$ cat src/design/playback_band_limit_and_soft_limit_core_defines.svh
// Assertion helpers for the file that checks this block.
`ifndef PLAYBACK_BAND_LIMIT_AND_SOFT_LIMIT_CORE_DEFINES_SVH
`define PLAYBACK_BAND_LIMIT_AND_SOFT_LIMIT_CORE_DEFINES_SVH

// Same-cycle implication, sampled on i_clk and off during reset.
`define PLBL_ASSERT_NOW(label, ante, cons) \
    label: assert property (@(posedge i_clk) disable iff (!i_rst_n) (ante) |-> (cons)) \
        else $error("plbl check failed");

// Next-cycle implication, sampled on i_clk and off during reset.
`define PLBL_ASSERT_NEXT(label, ante, cons) \
    label: assert property (@(posedge i_clk) disable iff (!i_rst_n) (ante) |=> (cons)) \
        else $error("plbl check failed");

`endif

$ cat src/design/plbl_pkg.sv
package plbl_pkg;

    // Register indexes on the configuration port.
    localparam int CFG_IDX_W = 3;
    typedef logic [CFG_IDX_W-1:0] t_cfg_idx;
    localparam t_cfg_idx CFG_HP_COEFF   = 3'd0;
    localparam t_cfg_idx CFG_LP_COEFF   = 3'd1;
    localparam t_cfg_idx CFG_BOOST_GAIN = 3'd2;
    localparam t_cfg_idx CFG_KNEE       = 3'd3;
    localparam t_cfg_idx CFG_MONO_FOLD  = 3'd4;

    // Register reset values, given for 16-bit coefficients and 24-bit samples.
    localparam int HP_COEFF_RST16 = 65350;
    localparam int LP_COEFF_RST16 = 48511;
    localparam int PEAK_RST24     = 8292567;

    // Limiter slope of one fifth in Q0.16.
    localparam int          FIFTH_SHIFT = 16;
    localparam logic [15:0] FIFTH_Q16   = 16'd13107;

    // Multiplier coefficient select.
    typedef logic [2:0] t_bsel;
    localparam t_bsel BSEL_HP    = 3'd0;
    localparam t_bsel BSEL_LP    = 3'd1;
    localparam t_bsel BSEL_NLP   = 3'd2;
    localparam t_bsel BSEL_GAIN  = 3'd3;
    localparam t_bsel BSEL_FIFTH = 3'd4;

    typedef struct packed {
        logic  load;
        t_bsel bsel;
        logic  asel_lp;
        logic  hp_post;
        logic  acc_cap;
        logic  lp_post;
        logic  gn_post;
        logic  lim_prep;
        logic  lim_post;
        logic  fin;
    } t_cmd;

endpackage

$ cat src/design/plbl_in_if.sv
interface plbl_in_if #(
    parameter int SAMPLE_BITS = 24
);
    logic                          valid;
    logic                          ready;
    logic signed [SAMPLE_BITS-1:0] left_sample;
    logic signed [SAMPLE_BITS-1:0] right_sample;

    modport source (output valid, output left_sample, output right_sample, input ready);
    modport sink   (input valid, input left_sample, input right_sample, output ready);
endinterface

$ cat src/design/plbl_out_if.sv
interface plbl_out_if #(
    parameter int SAMPLE_BITS = 24
);
    logic                          valid;
    logic                          ready;
    logic signed [SAMPLE_BITS-1:0] left_out;
    logic signed [SAMPLE_BITS-1:0] right_out;
    logic                          saturated;

    modport source (output valid, output left_out, output right_out, output saturated,
                    input ready);
    modport sink   (input valid, input left_out, input right_out, input saturated,
                    output ready);
endinterface

$ cat src/design/plbl_cfg.sv
module plbl_cfg import plbl_pkg::*; #(
    parameter int SAMPLE_BITS = 24,
    parameter int COEFF_BITS  = 16,
    parameter int CFG_W       = 24
) (
    input  logic                   i_clk,
    input  logic                   i_rst_n,
    input  logic                   i_we,
    input  t_cfg_idx               i_idx,
    input  logic [CFG_W-1:0]       i_data,
    output logic [COEFF_BITS-1:0]  o_hp_coeff,
    output logic [COEFF_BITS-1:0]  o_lp_coeff,
    output logic [COEFF_BITS-1:0]  o_gain,
    output logic [SAMPLE_BITS-2:0] o_peak,
    output logic                   o_mono
);

    localparam int HP_RST_I = (COEFF_BITS >= 16) ? (HP_COEFF_RST16 << (COEFF_BITS - 16))
                                                  : (HP_COEFF_RST16 >> (16 - COEFF_BITS));
    localparam int LP_RST_I = (COEFF_BITS >= 16) ? (LP_COEFF_RST16 << (COEFF_BITS - 16))
                                                  : (LP_COEFF_RST16 >> (16 - COEFF_BITS));
    localparam int PK_RST_I = (SAMPLE_BITS >= 24) ? (PEAK_RST24 << (SAMPLE_BITS - 24))
                                                   : (PEAK_RST24 >> (24 - SAMPLE_BITS));
    localparam logic [COEFF_BITS-1:0]  HP_RST   = COEFF_BITS'(HP_RST_I);
    localparam logic [COEFF_BITS-1:0]  LP_RST   = COEFF_BITS'(LP_RST_I);
    localparam logic [COEFF_BITS-1:0]  GAIN_RST = COEFF_BITS'(64'd1 << (COEFF_BITS - 2));
    localparam logic [SAMPLE_BITS-2:0] PK_RST   = (SAMPLE_BITS - 1)'(PK_RST_I);

    logic [COEFF_BITS-1:0]  r_hp_coeff;
    logic [COEFF_BITS-1:0]  r_lp_coeff;
    logic [COEFF_BITS-1:0]  r_gain;
    logic [SAMPLE_BITS-2:0] r_peak;
    logic                   r_mono;

    always_ff @(posedge i_clk) begin
        if (!i_rst_n) begin
            r_hp_coeff <= HP_RST;
            r_lp_coeff <= LP_RST;
            r_gain     <= GAIN_RST;
            r_peak     <= PK_RST;
            r_mono     <= 1'b0;
        end else if (i_we) begin
            unique case (i_idx)
                CFG_HP_COEFF:   r_hp_coeff <= i_data[COEFF_BITS-1:0];
                CFG_LP_COEFF:   r_lp_coeff <= i_data[COEFF_BITS-1:0];
                CFG_BOOST_GAIN: r_gain     <= i_data[COEFF_BITS-1:0];
                CFG_KNEE:       r_peak     <= i_data[SAMPLE_BITS-2:0];
                CFG_MONO_FOLD:  r_mono     <= i_data[0];
                default: ;
            endcase
        end
    end

    assign o_hp_coeff = r_hp_coeff;
    assign o_lp_coeff = r_lp_coeff;
    assign o_gain     = r_gain;
    assign o_peak     = r_peak;
    assign o_mono     = r_mono;

endmodule

$ cat src/design/plbl_lane.sv
module plbl_lane import plbl_pkg::*; #(
    parameter int SAMPLE_BITS = 24,
    parameter int COEFF_BITS  = 16
) (
    input  logic                          i_clk,
    input  logic                          i_rst_n,
    input  t_cmd                          i_cmd,
    input  logic signed [SAMPLE_BITS-1:0] i_sample,
    input  logic [COEFF_BITS-1:0]         i_hp_coeff,
    input  logic [COEFF_BITS-1:0]         i_lp_coeff,
    input  logic [COEFF_BITS-1:0]         i_gain,
    input  logic [SAMPLE_BITS-2:0]        i_peak,
    output logic signed [SAMPLE_BITS+4:0] o_value
);

    localparam int S  = SAMPLE_BITS;
    localparam int C  = COEFF_BITS;
    localparam int ST = S + 2;
    localparam int WA = S + 5;
    localparam int WB = (C + 2 > 17) ? C + 2 : 17;
    localparam int WP = WA + WB;

    localparam logic signed [WP-1:0] HALF_C = WP'(64'd1 << (C - 1));
    localparam logic signed [WP-1:0] HALF_G = WP'(64'd1 << (C - 3));
    localparam logic signed [WP-1:0] HALF_F = WP'(64'd1 << (FIFTH_SHIFT - 1));
    localparam logic signed [WP-1:0] ST_MAX = WP'((64'd1 << (ST - 1)) - 64'd1);
    localparam logic signed [WP-1:0] ST_MIN = ~ST_MAX;

    function automatic logic signed [ST-1:0] sat_st(input logic signed [WP-1:0] v);
        logic signed [ST-1:0] res;
        if (v > ST_MAX) begin
            res = ST_MAX[ST-1:0];
        end else if (v < ST_MIN) begin
            res = ST_MIN[ST-1:0];
        end else begin
            res = v[ST-1:0];
        end
        return res;
    endfunction

    // Filter history.
    logic signed [S-1:0]  r_hp_in;
    logic signed [ST-1:0] r_hp_out;
    logic signed [ST-1:0] r_lp_out;

    // Working registers.
    logic signed [S-1:0]  r_x;
    logic signed [WA-1:0] r_opa;
    logic signed [WP-1:0] r_prod;
    logic signed [WP-1:0] r_acc;
    logic signed [WA-1:0] r_v;
    logic                 r_pos;
    logic                 r_neg;

    logic signed [WA-1:0] a_op;
    logic signed [WB-1:0] b_op;
    logic signed [WP-1:0] n_prod;
    logic signed [WA-1:0] n_hsum;
    logic [C:0]           nb;
    logic signed [ST-1:0] hp_val;
    logic signed [ST-1:0] lp_val;
    logic signed [WP-1:0] gn_full;
    logic signed [WP-1:0] ex_full;
    logic signed [WA-1:0] lim_s;
    logic                 above;
    logic                 below;

    assign nb = {1'b1, {C{1'b0}}} - {1'b0, i_lp_coeff};

    always_comb begin
        unique case (i_cmd.bsel)
            BSEL_HP:    b_op = $signed({{(WB - C){1'b0}}, i_hp_coeff});
            BSEL_LP:    b_op = $signed({{(WB - C){1'b0}}, i_lp_coeff});
            BSEL_NLP:   b_op = $signed({{(WB - C - 1){1'b0}}, nb});
            BSEL_GAIN:  b_op = $signed({{(WB - C){1'b0}}, i_gain});
            BSEL_FIFTH: b_op = $signed({{(WB - 16){1'b0}}, FIFTH_Q16});
            default:    b_op = '0;
        endcase
    end

    assign a_op   = i_cmd.asel_lp ? $signed({{(WA - ST){r_lp_out[ST-1]}}, r_lp_out})
                                  : r_opa;
    assign n_prod = a_op * b_op;

    assign n_hsum = $signed({{(WA - ST){r_hp_out[ST-1]}}, r_hp_out})
                  + $signed({{(WA - S){i_sample[S-1]}}, i_sample})
                  - $signed({{(WA - S){r_hp_in[S-1]}}, r_hp_in});

    assign hp_val  = sat_st((r_prod + HALF_C) >>> C);
    assign lp_val  = sat_st((r_acc + r_prod + HALF_C) >>> C);
    assign gn_full = (r_prod + HALF_G) >>> (C - 2);
    assign ex_full = (r_prod + HALF_F) >>> FIFTH_SHIFT;

    assign lim_s = $signed({{(WA - S + 1){1'b0}}, i_peak});
    assign above = r_v > lim_s;
    assign below = r_v < -lim_s;

    always_ff @(posedge i_clk) begin
        if (!i_rst_n) begin
            r_hp_in  <= '0;
            r_hp_out <= '0;
            r_lp_out <= '0;
        end else begin
            if (i_cmd.hp_post) begin
                r_hp_in  <= r_x;
                r_hp_out <= hp_val;
            end
            if (i_cmd.lp_post) begin
                r_lp_out <= lp_val;
            end
        end
    end

    always_ff @(posedge i_clk) begin
        r_prod <= n_prod;
        if (i_cmd.load) begin
            r_x   <= i_sample;
            r_opa <= n_hsum;
        end
        if (i_cmd.hp_post) begin
            r_opa <= $signed({{(WA - ST){hp_val[ST-1]}}, hp_val});
        end
        if (i_cmd.acc_cap) begin
            r_acc <= r_prod;
        end
        if (i_cmd.lp_post) begin
            r_opa <= $signed({{(WA - ST){lp_val[ST-1]}}, lp_val});
        end
        if (i_cmd.gn_post) begin
            r_v <= gn_full[WA-1:0];
        end
        if (i_cmd.lim_prep) begin
            r_pos <= above;
            r_neg <= below;
            // Excess magnitude over the knee; zero inside the linear range.
            if (above) begin
                r_opa <= r_v - lim_s;
            end else if (below) begin
                r_opa <= -lim_s - r_v;
            end else begin
                r_opa <= '0;
            end
        end
        if (i_cmd.lim_post) begin
            if (r_pos) begin
                r_v <= lim_s + ex_full[WA-1:0];
            end else if (r_neg) begin
                r_v <= -lim_s - ex_full[WA-1:0];
            end
        end
    end

    assign o_value = r_v;

endmodule

$ cat src/design/plbl_out.sv
module plbl_out #(
    parameter int SAMPLE_BITS = 24
) (
    input  logic                          i_clk,
    input  logic                          i_rst_n,
    input  logic                          i_load,
    input  logic                          i_mono,
    input  logic signed [SAMPLE_BITS+4:0] i_left,
    input  logic signed [SAMPLE_BITS+4:0] i_right,
    input  logic                          i_ready,
    output logic                          o_free,
    output logic                          o_valid,
    output logic signed [SAMPLE_BITS-1:0] o_left,
    output logic signed [SAMPLE_BITS-1:0] o_right,
    output logic                          o_sat
);

    localparam int S  = SAMPLE_BITS;
    localparam int WA = S + 5;

    localparam logic signed [WA-1:0] S_MAX = WA'((64'd1 << (S - 1)) - 64'd1);
    localparam logic signed [WA-1:0] S_MIN = ~S_MAX;

    logic                 r_valid;
    logic signed [S-1:0]  r_left;
    logic signed [S-1:0]  r_right;
    logic                 r_sat;

    logic signed [WA:0]   mono_sum;
    logic signed [WA-1:0] mono_val;
    logic signed [WA-1:0] left_sel;
    logic signed [WA-1:0] right_sel;
    logic signed [S-1:0]  left_sat;
    logic signed [S-1:0]  right_sat;
    logic                 left_clip;
    logic                 right_clip;

    assign mono_sum  = $signed({i_left[WA-1], i_left}) + $signed({i_right[WA-1], i_right});
    assign mono_val  = mono_sum[WA:1];
    assign left_sel  = i_mono ? mono_val : i_left;
    assign right_sel = i_mono ? mono_val : i_right;

    always_comb begin
        left_clip = 1'b1;
        if (left_sel > S_MAX) begin
            left_sat = S_MAX[S-1:0];
        end else if (left_sel < S_MIN) begin
            left_sat = S_MIN[S-1:0];
        end else begin
            left_sat  = left_sel[S-1:0];
            left_clip = 1'b0;
        end
        right_clip = 1'b1;
        if (right_sel > S_MAX) begin
            right_sat = S_MAX[S-1:0];
        end else if (right_sel < S_MIN) begin
            right_sat = S_MIN[S-1:0];
        end else begin
            right_sat  = right_sel[S-1:0];
            right_clip = 1'b0;
        end
    end

    assign o_free = !r_valid || i_ready;

    always_ff @(posedge i_clk) begin
        if (!i_rst_n) begin
            r_valid <= 1'b0;
        end else if (i_load) begin
            r_valid <= 1'b1;
        end else if (i_ready) begin
            r_valid <= 1'b0;
        end
    end

    always_ff @(posedge i_clk) begin
        if (i_load) begin
            r_left  <= left_sat;
            r_right <= right_sat;
            r_sat   <= left_clip || right_clip;
        end
    end

    assign o_valid = r_valid;
    assign o_left  = r_left;
    assign o_right = r_right;
    assign o_sat   = r_sat;

endmodule

$ cat src/design/plbl_ctrl.sv
module plbl_ctrl import plbl_pkg::*; (
    input  logic i_clk,
    input  logic i_rst_n,
    input  logic i_in_valid,
    input  logic i_out_free,
    output logic o_in_ready,
    output t_cmd o_cmd
);

    localparam logic [3:0] ST_IDLE = 4'd0;
    localparam logic [3:0] ST_MHP  = 4'd1;
    localparam logic [3:0] ST_PHP  = 4'd2;
    localparam logic [3:0] ST_ML1  = 4'd3;
    localparam logic [3:0] ST_ML2  = 4'd4;
    localparam logic [3:0] ST_PLP  = 4'd5;
    localparam logic [3:0] ST_MGN  = 4'd6;
    localparam logic [3:0] ST_PGN  = 4'd7;
    localparam logic [3:0] ST_XLM  = 4'd8;
    localparam logic [3:0] ST_MLM  = 4'd9;
    localparam logic [3:0] ST_PLM  = 4'd10;
    localparam logic [3:0] ST_FIN  = 4'd11;

    logic [3:0] r_state;
    logic [3:0] n_state;
    t_cmd       cmd;

    always_comb begin
        n_state = r_state;
        cmd     = '0;
        cmd.bsel = BSEL_HP;
        unique case (r_state)
            ST_IDLE: begin
                cmd.load = i_in_valid;
                if (i_in_valid) begin
                    n_state = ST_MHP;
                end
            end
            ST_MHP: begin
                n_state = ST_PHP;
            end
            ST_PHP: begin
                cmd.hp_post = 1'b1;
                n_state     = ST_ML1;
            end
            ST_ML1: begin
                cmd.bsel = BSEL_LP;
                n_state  = ST_ML2;
            end
            ST_ML2: begin
                // Feed-forward product moves to the accumulator while the
                // feedback term is formed.
                cmd.bsel    = BSEL_NLP;
                cmd.asel_lp = 1'b1;
                cmd.acc_cap = 1'b1;
                n_state     = ST_PLP;
            end
            ST_PLP: begin
                cmd.lp_post = 1'b1;
                n_state     = ST_MGN;
            end
            ST_MGN: begin
                cmd.bsel = BSEL_GAIN;
                n_state  = ST_PGN;
            end
            ST_PGN: begin
                cmd.gn_post = 1'b1;
                n_state     = ST_XLM;
            end
            ST_XLM: begin
                cmd.lim_prep = 1'b1;
                n_state      = ST_MLM;
            end
            ST_MLM: begin
                cmd.bsel = BSEL_FIFTH;
                n_state  = ST_PLM;
            end
            ST_PLM: begin
                cmd.lim_post = 1'b1;
                n_state      = ST_FIN;
            end
            ST_FIN: begin
                if (i_out_free) begin
                    cmd.fin = 1'b1;
                    n_state = ST_IDLE;
                end
            end
            default: begin
                n_state = ST_IDLE;
            end
        endcase
    end

    always_ff @(posedge i_clk) begin
        if (!i_rst_n) begin
            r_state <= ST_IDLE;
        end else begin
            r_state <= n_state;
        end
    end

    assign o_in_ready = (r_state == ST_IDLE);
    assign o_cmd      = cmd;

endmodule

$ cat src/design/playback_band_limit_and_soft_limit_core.sv
// A frame is accepted only in the idle state, so the input stays closed until the
// frame has been handed to the output register; each lane has
// one multiplier for five products, with rounding, limiter and hand-off steps between.
// A stalled output holds the controller in its hand-off state and closes the input.
// Reset (synchronous, active low) clears the filter history, the controller and
// the output valid, and loads the register defaults; there is no clearing pass.
`include "playback_band_limit_and_soft_limit_core_defines.svh"

module playback_band_limit_and_soft_limit_core import plbl_pkg::*; #(
    parameter int SAMPLE_BITS = 24,
    parameter int COEFF_BITS  = 16
) (
    input  logic                 i_clk,
    input  logic                 i_rst_n,
    plbl_in_if.sink              i_in,
    plbl_out_if.source           o_out,
    input  logic                 i_cfg_we,
    input  t_cfg_idx             i_cfg_idx,
    input  logic [((COEFF_BITS > SAMPLE_BITS - 1) ? COEFF_BITS : SAMPLE_BITS - 1)-1:0]
                                 i_cfg_data
);

    localparam int CFG_W = (COEFF_BITS > SAMPLE_BITS - 1) ? COEFF_BITS : SAMPLE_BITS - 1;

    logic [COEFF_BITS-1:0]         hp_coeff;
    logic [COEFF_BITS-1:0]         lp_coeff;
    logic [COEFF_BITS-1:0]         boost_gain;
    logic [SAMPLE_BITS-2:0]        knee_level;
    logic                          mono_fold;
    t_cmd                          cmd;
    logic                          out_free;
    logic signed [SAMPLE_BITS+4:0] left_val;
    logic signed [SAMPLE_BITS+4:0] right_val;
    logic [7:0]                    cmd_steps;

    plbl_cfg #(
        .SAMPLE_BITS (SAMPLE_BITS),
        .COEFF_BITS  (COEFF_BITS),
        .CFG_W       (CFG_W)
    ) u_cfg (
        .i_clk      (i_clk),
        .i_rst_n    (i_rst_n),
        .i_we       (i_cfg_we),
        .i_idx      (i_cfg_idx),
        .i_data     (i_cfg_data),
        .o_hp_coeff (hp_coeff),
        .o_lp_coeff (lp_coeff),
        .o_gain     (boost_gain),
        .o_peak     (knee_level),
        .o_mono     (mono_fold)
    );

    plbl_ctrl u_ctrl (
        .i_clk      (i_clk),
        .i_rst_n    (i_rst_n),
        .i_in_valid (i_in.valid),
        .i_out_free (out_free),
        .o_in_ready (i_in.ready),
        .o_cmd      (cmd)
    );

    plbl_lane #(
        .SAMPLE_BITS (SAMPLE_BITS),
        .COEFF_BITS  (COEFF_BITS)
    ) u_lane_left (
        .i_clk      (i_clk),
        .i_rst_n    (i_rst_n),
        .i_cmd      (cmd),
        .i_sample   (i_in.left_sample),
        .i_hp_coeff (hp_coeff),
        .i_lp_coeff (lp_coeff),
        .i_gain     (boost_gain),
        .i_peak     (knee_level),
        .o_value    (left_val)
    );

    plbl_lane #(
        .SAMPLE_BITS (SAMPLE_BITS),
        .COEFF_BITS  (COEFF_BITS)
    ) u_lane_right (
        .i_clk      (i_clk),
        .i_rst_n    (i_rst_n),
        .i_cmd      (cmd),
        .i_sample   (i_in.right_sample),
        .i_hp_coeff (hp_coeff),
        .i_lp_coeff (lp_coeff),
        .i_gain     (boost_gain),
        .i_peak     (knee_level),
        .o_value    (right_val)
    );

    plbl_out #(
        .SAMPLE_BITS (SAMPLE_BITS)
    ) u_out (
        .i_clk   (i_clk),
        .i_rst_n (i_rst_n),
        .i_load  (cmd.fin),
        .i_mono  (mono_fold),
        .i_left  (left_val),
        .i_right (right_val),
        .i_ready (o_out.ready),
        .o_free  (out_free),
        .o_valid (o_out.valid),
        .o_left  (o_out.left_out),
        .o_right (o_out.right_out),
        .o_sat   (o_out.saturated)
    );

    assign cmd_steps = {cmd.load, cmd.hp_post, cmd.acc_cap, cmd.lp_post,
                        cmd.gn_post, cmd.lim_prep, cmd.lim_post, cmd.fin};

    // A frame in flight keeps the input closed on the following cycle.
    `PLBL_ASSERT_NEXT(a_busy_after_accept, i_in.valid && i_in.ready, !i_in.ready)
    // The finished frame is only written when the output register can take it.
    `PLBL_ASSERT_NOW(a_fin_into_free, cmd.fin, out_free)
    // At most one datapath step is commanded in any cycle.
    `PLBL_ASSERT_NOW(a_one_step, 1'b1, $onehot0(cmd_steps))

endmodule
$ cat src/flat_wrapper.sv
// flat-port wrapper written by rule: the top's interface ports become plain ports
module playback_band_limit_and_soft_limit_core_flat import plbl_pkg::*;
#(
    parameter int SAMPLE_BITS = 24,
    parameter int COEFF_BITS  = 16
)
  (i_clk, i_rst_n, i_cfg_we, i_cfg_idx, i_cfg_data, i_in_valid, i_in_left_sample, i_in_right_sample, i_in_ready, o_out_valid, o_out_left_out, o_out_right_out, o_out_saturated, o_out_ready);
  plbl_in_if #(.SAMPLE_BITS(SAMPLE_BITS)) i_in_i ();
  plbl_out_if #(.SAMPLE_BITS(SAMPLE_BITS)) o_out_i ();
  input  logic i_clk;
  input  logic i_rst_n;
  input  logic i_cfg_we;
  input  t_cfg_idx i_cfg_idx;
  input  logic [((COEFF_BITS > SAMPLE_BITS - 1) ? COEFF_BITS : SAMPLE_BITS - 1)-1:0] i_cfg_data;
  input wire logic [$bits(i_in_i.valid)-1:0] i_in_valid;
  input wire logic [$bits(i_in_i.left_sample)-1:0] i_in_left_sample;
  input wire logic [$bits(i_in_i.right_sample)-1:0] i_in_right_sample;
  output wire logic [$bits(i_in_i.ready)-1:0] i_in_ready;
  output wire logic [$bits(o_out_i.valid)-1:0] o_out_valid;
  output wire logic [$bits(o_out_i.left_out)-1:0] o_out_left_out;
  output wire logic [$bits(o_out_i.right_out)-1:0] o_out_right_out;
  output wire logic [$bits(o_out_i.saturated)-1:0] o_out_saturated;
  input wire logic [$bits(o_out_i.ready)-1:0] o_out_ready;
  assign i_in_i.valid = i_in_valid;
  assign i_in_i.left_sample = i_in_left_sample;
  assign i_in_i.right_sample = i_in_right_sample;
  assign i_in_ready = i_in_i.ready;
  assign o_out_valid = o_out_i.valid;
  assign o_out_left_out = o_out_i.left_out;
  assign o_out_right_out = o_out_i.right_out;
  assign o_out_saturated = o_out_i.saturated;
  assign o_out_i.ready = o_out_ready;
  playback_band_limit_and_soft_limit_core #(.SAMPLE_BITS(SAMPLE_BITS), .COEFF_BITS(COEFF_BITS)) u_core (.i_clk(i_clk), .i_rst_n(i_rst_n), .i_in(i_in_i), .o_out(o_out_i), .i_cfg_we(i_cfg_we), .i_cfg_idx(i_cfg_idx), .i_cfg_data(i_cfg_data));
endmodule
$ cat config.mk
export PLATFORM = sky130hd
export DESIGN_NAME = playback_band_limit_and_soft_limit_core_flat
export DESIGN_NICKNAME = d
export VERILOG_FILES = /design/src/design/plbl_pkg.sv /design/src/design/plbl_in_if.sv /design/src/design/plbl_out_if.sv /design/src/design/plbl_cfg.sv /design/src/design/plbl_lane.sv /design/src/design/plbl_out.sv /design/src/design/plbl_ctrl.sv /design/src/design/playback_band_limit_and_soft_limit_core.sv /design/src/flat_wrapper.sv
export VERILOG_INCLUDE_DIRS = /design/src /design/src/design
export SDC_FILE = /design/constraint.sdc
export NUM_CORES = 2
export LEC_CHECK = 0
export BUFFER_PORTS_ARGS = -buffer_cell sky130_fd_sc_hd__buf_2
export CELL_PAD_IN_SITES_DETAIL_PLACEMENT = 2
export CELL_PAD_IN_SITES_GLOBAL_PLACEMENT = 2
export CORE_MARGIN = 2
export CORE_UTILIZATION = 41
export CTS_CLUSTER_SIZE = 40
export DETAILED_ROUTE_END_ITERATION = 10
export GPL_ROUTABILITY_DRIVEN = 0
export GPL_TIMING_DRIVEN = 1
export PLACE_DENSITY_LB_ADDON = 0.1
export SYNTH_ARGS = -nofsm -noshare
export SYNTH_HDL_FRONTEND = slang
export SYNTH_SLANG_ARGS = --single-unit
$ cat constraint.sdc
create_clock -name i_clk -period 14.8 [get_ports i_clk]
set_input_delay 2.96 -clock i_clk [delete_from_list [all_inputs] [get_ports i_clk]]
set_output_delay 2.96 -clock i_clk [all_outputs]
set_load 0.05 [all_outputs]
======== Word level (Yosys, flattened, before mapping) ========
Cells that the tools add are included.
word-level totals
  flip-flop bits (word level) ............. 634
  output and inout bits ................... 51
  logic and storage cells ................. 161
operators by class
  $add $sub $neg .......................... 24
  multiply operators ...................... 2
  order comparisons ....................... 16
  equality and inequality tests ........... 21
  mux-type cells .......................... 54
  reductions and logical operators ........ 14
operators with widths
  operator                                                         count
  two-way mux 29 bit                                               24
  two-way mux 26 bit                                               8
  adder 47 x 17 -> 47 bit, second input constant                   4
  greater-than comparator 31 x 26 -> 1 bit, second input constant  4
  less-than comparator 31 x 26 -> 1 bit, second input constant     4
  subtractor 29 bit                                                4
  adder 47 bit                                                     2
  multiplier 29 x 18 -> 47 bit                                     2
  adder 43 x 15 -> 43 bit, second input constant                   2
  case mux 17 bit (5 select lines)                                 1
  adder 23 x 29 -> 29 bit                                          2
  greater-than comparator 29 x 24 -> 1 bit                         2
  greater-than comparator 29 x 24 -> 1 bit, second input constant  2
  less-than comparator 29 x 24 -> 1 bit, second input constant     2
  less-than comparator 29 bit                                      2
  negation 23 -> 29 bit                                            2
  subtractor 29 x 24 -> 29 bit                                     2
  subtractor 27 x 24 -> 28 bit                                     2
  adder 26 x 24 -> 27 bit                                          2
  two-way mux 24 bit                                               2
  case mux 4 bit (12 select lines)                                 1
  adder 29 x 29 -> 30 bit                                          1
  subtractor 17 x 16 -> 17 bit, first input constant               1
  equality test 4 x 3 -> 1 bit, second input constant              4
  18 further kinds                                                 49

======== Depth between registers and ports, before layout ========
  word-level depth ........................ 7
  gate-level depth with buffers ........... 34

======== Cells and area by module ========
A second synthesis with hierarchy kept.
unflattened totals
  cells, all modules ...................... 10019
  area, all modules ....................... 86397.9 um^2
by module, submodules not included
  module                            instances  cells each  area each (um^2)  sequential area each (um^2)
  plbl_lane at u_core.u_lane_left   1          4583        39462.8           6105.9
  plbl_lane at u_core.u_lane_right  1          4634        39399.0           6105.9
  plbl_out                          1          468         4255.3            1491.4
  plbl_cfg                          1          284         2941.6            1441.4
  plbl_ctrl                         1          50          339.1             80.1

======== Least setup slack after synthesis ========
OpenSTA, ideal clock, no wires.
  path kind ............................... reg-to-reg
  start ................................... reg u_core.u_ctrl.r_state[3]
  end ..................................... reg u_core.u_lane_left.r_prod[43]
  library setup time ...................... 0.124 ns
  arrival time ............................ 10.579 ns
  slack ................................... 4.098 ns
  cell stages (with the launch flop) ...... 32
  period minus slack after synthesis ...... 10.702 ns
  path through ............................ dfxtp_1 clkbuf_1 nor2_1 nand2_1 inv_1 clkbuf_1 clkbuf_1 clkbuf_1 nand2_1 nand2_1 nand2_1 fa_1 inv_1 fa_1 fa_1 fa_1 fa_1 inv_1 fa_1 inv_1 ha_1 a21o_1 a21o_1 a2111oi_0 nor3_1 a31oi_1 o32ai_1 a311o_1 a31o_2 a31oi_1 mux2i_1 nand3_1
between the ends
  cells in the longest elaborated chain, start to end .. 5
  elaborated cells between the ends (all ways) .. 14
  classes of those cells .................. mul (1); eq/ne (8); mux (4); reduce/logical (1)
ends and longest elaborated chain
  element                                      RTL line          text
  from (decl)                                  plbl_ctrl.sv:23   logic [3:0] r_state;
  from (signal assigned)                       plbl_ctrl.sv:97   r_state <= n_state;
  equality test 4 bit (tied with other cells)  plbl_ctrl.sv:31   unique case (r_state)
  case mux 3 bit (4 select lines)              plbl_ctrl.sv:31
  equality test 3 bit (tied with other cells)  plbl_lane.sv:71   unique case (i_cmd.bsel)
  case mux 17 bit (5 select lines)             plbl_lane.sv:71
  multiplier 29 x 18 -> 47 bit (*)             plbl_lane.sv:83   assign n_prod = a_op * b_op;
  net u_core.u_lane_left.n_prod[43]            plbl_lane.sv:57   logic signed [WP-1:0] n_prod;
  to (signal assigned)                         plbl_lane.sv:115  r_prod <= n_prod;
  to (decl)                                    plbl_lane.sv:49   logic signed [WP-1:0] r_prod;
Mark *: on every way through the listed nets, which the timed path passes. The rest lies on a longest branch.
A chain may end at the register's enable or synchronous reset.

======== Final worst setup path ========
  start ................................... reg u_core.u_ctrl.r_state[2]
  end ..................................... reg u_core.u_lane_left.r_prod[44]
The elaborated chain is that of the path after synthesis.

==> metrics <==
DIE HEIGHT 455 um; crit path kind reg -> reg; relative slew slack under 10%; sequential area share after synthesis a little under a fifth; EDFF count, synth approximately 250; area delta synth->final 8.96%; Top FF cell, synth dfxtp_1; clock sinks roughly 630; nets 11800; most frequent CP cell fa_1; min-delay src u_core.u_lane_right.r_prod[4]; hold endpoint u_core.u_lane_right.r_acc[4]; layout cells sized above 1 ~6%; Yosys top cell area share 24.3%; length in cells of the worst reg-to-reg path 30; vias in the first global route 84500; Max Fclk 0.0956 GHz; Avg Cell Area, Syn about 8.4 um2; Routed Antenna Nets 0; Critical Path Sink Type flop; arrival time at the worst endpoint 11120 ps; Port Buffers around 130; FF-to-FF setup slack 4340 ps; grt ovf 0; R2R Path Start u_core.u_ctrl.r_state[2]; vias per cell ~6; WP buf/inv 7; root buffer cell clkbuf_16; Synth Instances approximately 10000; Die Wd ~460 um; yosys warns 0; first-pass GRT wire length roughly 580 mm; Data required, critical path 15460 ps; worst-path maximum fanout 30; RSZ-0062 raised after global routing false; die area between 200000 and 250000 um2; crit share post-route a little over two thirds; HPWL Detailed 313 mm; GRT Resource Usage Total 37.7%; Synth cell types around 100; syn nets between 10000 and 15000; critical path's largest stage delay 710 ps; final setup vio count 0; synth top area cells fa_1 24%, ha_1 10%, dfxtp_1 9.1%; cell taking the most area after synthesis fa_1; CP top delay family adder cells; initial antenna violation count 29; # DRC 0; Crit-path slowest cell o31ai_1; Post-CTS Resized 0; Clock Latency Late Sink 780 ps; worst hold path depth 0; Rows approximately 170; ys async rst share 0%; clk_skew a little over 70 ps; largest net degree at the start of global routing between 100 and 150; hold buffer count at CTS 0; Starting Density between 40% and 50%; Num CTS Buffers 85; Tmin final about 10000 ps; fin. max-slew vios 0; H-Tree Depth 3; DR vias 76500; synthesized area 83500 um2; CTS tree done; CTS clk-pin slew, worst paths about 60 ps; slew of the pin with the lowest slew margin around 1500 ps; Final Hold Vio Count 0; total of max-cap violations 0; register bit total from synthesis 634; drt total wl between 300 and 400 mm; reg2reg end u_core.u_lane_left.r_prod[44]; postcts setup bufs 0; DRT Pass-1 Iters 6; HP Class reg -> reg; core area roughly 200000 um2; DR iter-0 viols approximately 6400; Avg WL per Cell 30.8 um; outcome finished clean; num ports 130; clk buf depth 3; startpoint types flop; Post-Route Setup TNS 0 ps
==> how the worst max path moves through the flow <==
| stage | from | endpoint | slack [ps] | depth (start not counted) |
|---|---|---|---|---|
| floorplan | u_core.u_ctrl.r_state[3] | u_core.u_lane_left.r_prod[43] | 4100 | 31 |
| global placement | u_core.u_ctrl.r_state[2] | u_core.u_lane_left.r_prod[43] | 4780 | 30 |
| detailed placement | u_core.u_ctrl.r_state[2] | u_core.u_lane_left.r_prod[44] | 4470 | 30 |
| CTS | u_core.u_ctrl.r_state[2] | u_core.u_lane_left.r_prod[44] | 4480 | 30 |
| global route | u_core.u_ctrl.r_state[2] | u_core.u_lane_left.r_prod[43] | 3860 | 31 |
| finish | u_core.u_ctrl.r_state[2] | u_core.u_lane_left.r_prod[44] | 4340 | 30 |
==> Yosys cell counts (all sizes together) (26+ instances only) <==
cell    count
inv      1638
nand2    1196
fa       1013
nor2      984
ha        698
a21oi     535
dfxtp     381
o21ai     372
xnor2     358
clkbuf    321
edfxtp    253
a21o      211
xor2      179
nand3     164
a21boi    146
nor3      126
nand4      93
nand2b     85
mux2i      83
a31oi      79
and3       76
a211oi     72
o21a       71
nor2b      65
o211ai     65
a221oi     58
buf        51
o21bai     51
nor4       44
and2       40
a22oi      38
o22ai      36
or3        36
or2        26
==> layer usage <==
layer	vias up	GRT usage (%)	part of all wire, %
met3	812	5.54	7.2
met5	-	0	0.029
met2	2771	60.3	45
met1	40200	49.0	41
li1	32800	-	-
met4	16	20.8	6.5
==> cells in the final DEF (no fill, tap or decap), types with 38 or more instances in the layout <==
master,synthesis,layout
edfxtp_1,253,253
buf_4,4,211
inv_1,1637,1636
nor3_1,125,122
dfxtp_1,381,380
o21ai_0,356,355
o21a_1,71,71
a22oi_1,38,38
xor2_1,179,179
mux2i_1,83,71
nor2_1,983,979
a21o_1,211,211
ha_1,698,698
nand2b_1,85,85
a211oi_1,69,69
o211ai_1,65,65
a31oi_1,79,78
nand2_1,1196,1192
a21boi_0,136,135
xnor2_1,357,348
clkbuf_16,0,87
nor4_1,41,41
and3_1,76,75
a21oi_1,528,527
buf_2,21,128
nand4_1,93,93
a221oi_1,54,47
fa_1,1013,1013
nor2b_1,65,65
nand3_1,162,159
o21bai_1,51,51
==> kinds of logic (layout without fill, tap and decap cells) <==
| kind of cell | count (synthesis) | after routing | share of synthesized area (%) |
|---|---|---|---|
| buffers and inverters | 2012 | 2140 | 9.12 |
| adders and majority gates | 1711 | 1711 | 34.7 |
| xor gates and xnor gates | 537 | 537 | 5.64 |
| muxes | 85 | 85 | 1.02 |
| AOI/OAI and AO/OA | 1965 | 1965 | 15.6 |
| and+or+nand+nor | 2996 | 2996 | 15.7 |
| DFF | 634 | 634 | 18.2 |
| other | 0 | 7 | 0 |
==> final cells by class <==
type,instances,area [um2]
flip-flops and latches,634,15200
repair buffers,341,2260
well taps,2672,3340
inverters,1640,6160
multi-input cells,7294,61100
clock inverters,52,659
clock buffers,107,2290
diodes,7,17.5
fillers,22600,111000
==> metrics by stage <==
step | setup WS, ps | cells | hold slack [ps] | area, um2 | utilization [%]
floorplan | 4100 | 9940 | 409 | 83500 | -
global placement | 4780 | 12600 | 420 | 88000 | 43.5
detailed placement | 4470 | 12600 | 424 | 88000 | 43.5
CTS | 4480 | 12700 | 441 | 91000 | 45.0
global route | 3860 | 12700 | 455 | 91000 | 45.0
finish | 4340 | 12700 | 439 | 91000 | 45.0
==> state kept, by name, summed over array words and instances, names as in the netlist, 26 cells and up <==
register and flops:
u_core.u_lane_left.r_hp_out 26, u_core.u_lane_right.r_opa 29, u_core.u_lane_right.r_acc 47, u_core.u_lane_right.r_prod 47, u_core.u_lane_left.r_acc 47, u_core.u_lane_left.r_prod 47, u_core.u_lane_left.r_opa 29, u_core.u_lane_left.r_lp_out 26
u_core.u_lane_right.r_lp_out 26, u_core.u_lane_right.o_value 29, u_core.u_lane_left.o_value 29, u_core.u_lane_right.r_hp_out 26
Power is not shown: default switching activity piles up to over one toggle a cycle in this logic, so the estimate is an artifact.
